`config.mk`:
```
export PLATFORM = sky130hd
export DESIGN_NAME = ftacc_ctrl
export DESIGN_NICKNAME = d
export VERILOG_FILES = /design/src/sv/ftacc_pkg.sv /design/src/sv/ftacc_ctrl.sv
export SDC_FILE = /design/constraint.sdc
export NUM_CORES = 1
export LEC_CHECK = 0
export BUFFER_PORTS_ARGS = -buffer_cell sky130_fd_sc_hd__buf_4
export CORE_AREA = 2 2 39 41
export DETAILED_ROUTE_END_ITERATION = 7
export DIE_AREA = 0 0 41 43
export HOLD_SLACK_MARGIN = 0.02
export PLACE_DENSITY = 0.56
export SYNTH_ARGS = -nofsm -noshare
export SYNTH_HDL_FRONTEND = slang
export SYNTH_SLANG_ARGS = --single-unit
```
`constraint.sdc`:
```
create_clock -name clk -period 2.6 [get_ports clk]
set_clock_uncertainty 0.2 [all_clocks]
set_input_delay 0.13 -clock clk [delete_from_list [all_inputs] [get_ports clk]]
set_output_delay 0.13 -clock clk [all_outputs]
set_load 0.05 [all_outputs]
```
`src/sv/ftacc_pkg.sv`:
```
// Shared types and constants for the flow table accumulator
package ftacc_pkg;

  localparam int TABLE_SIZE_DEF = 128;
  localparam int ADDR_W         = 32;
  localparam int PORT_W         = 16;
  localparam int SUM_W          = 32;
  localparam int SLOT_W         = 7;
  localparam int DIGIT_W        = 8;
  localparam int DIGITS         = ADDR_W / DIGIT_W;

  typedef enum logic [1:0] {
    ST_HIT  = 2'd0,
    ST_NEW  = 2'd1,
    ST_FULL = 2'd2
  } status_t;

  typedef struct packed {
    logic clr_wr;
    logic load_key;
    logic hash_step;
    logic home;
    logic rd;
    logic advance;
    logic commit;
  } ftacc_cmd_t;

  typedef struct packed {
    logic clr_last;
    logic hash_last;
    logic hit;
    logic free;
    logic probe_last;
    logic out_free;
  } ftacc_sts_t;

  typedef struct packed {
    logic              valid;
    logic [ADDR_W-1:0] addr;
    logic [PORT_W-1:0] port;
    logic [SUM_W-1:0]  sum;
  } entry_t;

endpackage

```
`src/sv/ftacc_ctrl.sv`:
```
// Control state machine: clearing pass, hashing, probing and commit
module ftacc_ctrl (
  input  logic                   clk,
  input  logic                   rst,
  input  logic                   in_valid,
  output logic                   in_ready,
  input  ftacc_pkg::ftacc_sts_t  sts,
  output ftacc_pkg::ftacc_cmd_t  cmd
);
  import ftacc_pkg::*;

  typedef enum logic [5:0] {
    S_CLEAR = 6'b000001,
    S_IDLE  = 6'b000010,
    S_HASH  = 6'b000100,
    S_HOME  = 6'b001000,
    S_READ  = 6'b010000,
    S_CHECK = 6'b100000
  } state_t;

  state_t state, state_next;

  always_ff @(posedge clk) begin
    if (rst) begin
      state <= S_CLEAR;
    end else begin
      state <= state_next;
    end
  end

  always_comb begin
    cmd        = '0;
    state_next = state;
    in_ready   = (state == S_IDLE);
    unique case (state)
      S_CLEAR: begin
        cmd.clr_wr = 1'b1;
        if (sts.clr_last) state_next = S_IDLE;
      end
      S_IDLE: begin
        if (in_valid) begin
          cmd.load_key = 1'b1;
          state_next   = S_HASH;
        end
      end
      S_HASH: begin
        cmd.hash_step = 1'b1;
        if (sts.hash_last) state_next = S_HOME;
      end
      S_HOME: begin
        // first probe is read at the home slot
        cmd.home   = 1'b1;
        state_next = S_CHECK;
      end
      S_READ: begin
        cmd.rd     = 1'b1;
        state_next = S_CHECK;
      end
      S_CHECK: begin
        if (sts.hit || sts.free || sts.probe_last) begin
          // hold the decision until the output register can take it
          if (sts.out_free) begin
            cmd.commit = 1'b1;
            state_next = S_IDLE;
          end
        end else begin
          cmd.advance = 1'b1;
          state_next  = S_READ;
        end
      end
      default: state_next = S_IDLE;
    endcase
  end

endmodule

```
### Word-level counts from Yosys, hierarchy flattened

Cells that the tools add are included.

| operators by class | value |
|---|---|
| $add $sub $neg | 0 |
| $mul | 0 |
| div/mod/pow operators | 0 |
| magnitude comparators | 0 |
| eq/ne operators | 10 |
| shifts and indexed selects | 0 |
| muxes and demuxes | 16 |
| bitwise operators | 0 |
| reduce and logical (&&, ||, !) cells | 4 |

Operators with widths:

| operator | count |
|---|---|
| $mux W6 | 5 |
| $pmux W6 S5 | 1 |
| $mux W1 | 9 |
| $eq A6 B1 Y1 const B | 1 |
| $eq A6 B2 Y1 const B | 1 |
| $eq A6 B3 Y1 const B | 1 |
| $eq A6 B4 Y1 const B | 1 |
| $eq A6 B5 Y1 const B | 1 |
| $eq A6 B6 Y1 const B | 1 |
| $ne A2 B2 Y1 const B | 3 |
| $reduce_and A4 Y1 | 1 |
| $ne A3 B3 Y1 const B | 1 |
| $logic_or A1 B1 Y1 | 2 |
| $mux W2 | 1 |
| $reduce_or A2 Y1 | 1 |

| storage, ports and cells | value |
|---|---|
| register bits after elaboration | 6 |
| latch bits | 0 |
| memory bits (writable) | 0 |
| memory bits (read-only) | 0 |
| input port bits | 9 |
| word-level logic and storage cells | 31 |
| memories | 0 |

### Longest topological paths before layout

| logic depth | value |
|---|---|
| word-level depth | 4 |
| mapped depth | 5 |
| gate-level depth less buffers | 4 |

### Least setup slack after synthesis

OpenSTA, ideal clock, no wires.

| timing | value |
|---|---|
| path type | flip-flop to output port |
| from | register state[5] |
| to | output port cmd[5] in the netlist's numbering |
| arrival | 2,726 ps |
| required time | 2,270 ps |
| setup slack | -456 ps |
| stages on the path, launching flop included | 6 |
| buffers on the path | 1 |
| path through | dfxtp_1 -> buf_6 -> or4_1 -> nor3b_1 -> nand2_1 -> inv_1 |

RTL lines:

| item | line | source |
|---|---|---|
| start, declared | ftacc_ctrl.sv:21 | `state_t state, state_next;` |
| start signal, assigned | ftacc_ctrl.sv:27 | `state <= state_next;` |
| end, declared | ftacc_ctrl.sv:8 | `output ftacc_pkg::ftacc_cmd_t cmd` |

### Worst setup path after layout

| timing | value |
|---|---|
| from | register state[3] |
| to | register state[2] |

| on the way | value |
|---|---|
| cells in the longest elaborated chain, start to end | 3 |

Ends and longest elaborated chain:

| item | line | source |
|---|---|---|
| $eq A6 B5 Y1 (tied with other cells) | ftacc_ctrl.sv:35 | `unique case (state)` |
| $reduce_or A2 Y1 (no source line) (tied with other cells) | -- |  |
| $pmux W6 S5 or $reduce_and A4 Y1 (tied branches) | -- |  |

Several ways; a longest one is shown, not always the timed one.
A chain may end at the register's enable or synchronous reset.

==> run_results.csv <==
group,metric,value,unit
status,outcome,"complete, no violations",
timing,drv_slew,0,
final_layout,top_regs,"state (6)",
route,met1_length,480,µm
synthesis,netlist_area,408,µm²
route,drtAntennaViolNets,0,
route,viasPerCell,5.35,
floorplanning,ios,17,
route,highest_layer,"met4",
final_layout,fin_nets,83,
final_layout,area_growth,57.1,%
clock_tree,cts_resized,0,
timing,hold_viol_final,0,
placement,dp_hpwl,801,µm
global_routing,grt_max_degree,12,
synthesis,syn_area_per_cell,8.50,µm²
worst_setup_path,cp_slowest_cell,"or4b_4",
synthesis,ys_ff_latch,6,
route,drc_errors,0,
worst_setup_path,crit_fanout,7,
global_routing,gr-total-overflow,0,
clock_tree,cts_sinks,6,
timing,tns,0,ns
timing,layout_min_cycle_time,2.31,ns
final_layout,drive_gt1_share,37.5,%
final_layout,final-seq-area,120,µm²
placement,post-place-cells,78,
timing,setup_viol,0,
timing,fmax,434,MHz
clock_tree,clk_path_buf_depth,2,
route,dr.pass1.iters,2,
clock_tree,clk_latency,0.24,ns
route,met2_length,550,µm
synthesis,synthCells,48,
timing,period_share,88.7,%
worst_setup_path,endpoint_kind,"register",
final_layout,multi_input_area,280,µm²
power,ir_worst_vdd,0.000222,V
worst_setup_path,cp.required,2.59,ns
clock_tree,clk_pin_slew,0.05,ns
clock_tree,cts_buffers,3,
final_layout,final_cell_count_no_fill,88,
placement,port_buffers,16,
route,drt_iter0_drc,3,
worst_setup_path,path_delay_family,"simple AND/OR/NAND/NOR gates",
global_routing,antenna_found_initial,0,
clock_tree,tritoncts,"done",
worst_setup_path,rr_worst_depth,4,
global_routing,grtUsageTotal,14.0,%
worst_setup_path,crit_buf_inv,1,
worst_setup_path,crit_path_cell_trace,"or4b_4 > or4_4 > a21oi_1 > dlygate4sd3_1",
final_layout,largest_reg_flops,6,
floorplanning,start_util,29.5,%
floorplanning,die-area,1760,µm²
route,routed_wl,1.08,mm
synthesis,ys_seq_area_share,29.4,%
synthesis,synth_cell_types,27,
worst_setup_path,cpPeakStageDelay,0.55,ns
timing,relSlewSlack,63.8,%
timing,rsz0062_at_grt,"false",
worst_setup_path,path_class,"register to register",
clock_tree,cts_setup_buffers,0,
clock_tree,root_buffer,"clkbuf_4",
final_layout,nFillCells,143,
timing,worst_pin_slew,0.539,ns
hold_path,hold_class,"input pin to register",
floorplanning,fp.dieH,43,µm
placement,gp_congestion,0.711,
route,avgRoutedWirePerCell,12.3,µm
power,power_density,416,nW/µm²
global_routing,grt_pass1_wl,1.68,mm
final_layout,largest-register,"state",
route,via_count,471,
synthesis,yosys_warnings,0,
worst_setup_path,path_depth,4,
floorplanning,core,1380,µm²
floorplanning,die_w,41,µm
worst_setup_path,crit_arrival,2.29,ns
job,maxCapViolCount,0,
synthesis,syn_nets,57,
worst_setup_path,start_kind,"register",
global_routing,grt_pass1_vias,429,
power,leakage,0.280,nW
clock_tree,h-tree-depth,1,
final_layout,diodes,0,
route,wl_met3,38,µm
hold_path,hold_depth,4,
floorplanning,row_count,14,
[cells in the mapped netlist (all sizes together)]
| master | instances | area, µm² |
|---|---|---|
| nor2 | 3 | 11.3 |
| a21oi | 2 | 10.0 |
| inv | 2 | 7.51 |
| o21bai | 1 | 7.51 |
| clkbuf | 1 | 3.75 |
| nor4 | 2 | 12.5 |
| nor3 | 5 | 25.0 |
| buf | 1 | 11.3 |
| nor2b | 1 | 6.26 |
| o311a | 1 | 10.0 |
| xnor2 | 1 | 8.76 |
| nand2 | 3 | 11.3 |
| a31oi | 1 | 6.26 |
| or4b | 2 | 23.8 |
| or4 | 2 | 18.8 |
| a21o | 1 | 7.51 |
| nor4b | 1 | 8.76 |
| nor3b | 6 | 45.0 |
| and3b | 1 | 10.0 |
| o21a | 1 | 7.51 |
| a211oi | 2 | 20.0 |
| dfxtp | 6 | 120 |
| nand4b | 1 | 8.76 |
| or3 | 1 | 6.26 |
[power by group]
group	total [mW]	internal (mW)	switching (mW)	leakage [nW]
Sequential	0.107	0.0963	0.0102	0.0491
Clock	0.0866	0.0523	0.0343	0.0138
Combinational	0.0731	0.0365	0.0366	0.217
[metal layers]
metal  vias up  track usage, %
met4         0            10.0
met3         2            2.09
met1       225            16.8
met5         -               0
met2        10            21.3
li1        234               -
[through the flow]
stage          power (mW)  util, %  setup WS [ns]  hold WS (ns)  area, µm²
6_report            0.266     46.3          0.295         0.167        641
5_1_grt             0.280     46.3          0.194         0.193        641
4_1_cts             0.271     46.3          0.290         0.169        641
3_5_place_dp        0.174     39.6          0.613         0.149        548
3_3_place_gp        0.174     39.6          0.646         0.149        548
2_1_floorplan       0.150        -         0.0602      -0.00535        423
[cell type report]
cell class | instances | area share, %
multi-input combinational | 38 | 43.8
timing repair buffer | 23 | 29.7
sequential | 6 | 18.7
clock buffer | 3 | 3.52
tap | 16 | 3.13
inverter | 2 | 1.17
[placed cells by master (no fill, tap or decap), types with 3 or more instances in the layout]
| master | instances |
|---|---|
| nor2_1 | 3 |
| nor3b_1 | 4 |
| clkbuf_4 | 3 |
| dfxtp_1 | 6 |
| dlygate4sd3_1 | 7 |
| buf_4 | 16 |
| nor3_1 | 4 |
| nand2_1 | 3 |
[cells by family (layout without fill, tap and decap cells)]
kind of cell | after synthesis | after routing | share of synthesized area (%)
xor+xnor | 1 | 1 | 2.15
buf+inv | 4 | 28 | 5.52
simple gates | 28 | 28 | 46.0
flops | 6 | 6 | 29.4
compound gates | 9 | 9 | 16.9
[path summary, 6_finish.rpt]
kind	from	end	slack, ns
worst max-delay path	state[3]	state[2]	0.29
worst min-delay path	sts[4]	state[1]	0.17
worst max register to register	state[3]	state[2]	0.29
worst min register to register	state[4]	state[5]	0.54
[tightest hold or removal path, cell delays in order]
cell and delay (ns):
buf_4 0.08, or4_4 0.12, o311a_1 0.17, a211oi_2 0.06
[what timing repair did]
action,4_1_cts,5_1_grt
hold endpoints to repair,6,0
hold buffers,7,0
setup endpoints to repair,0,0
(Power assumes the default switching activity.)
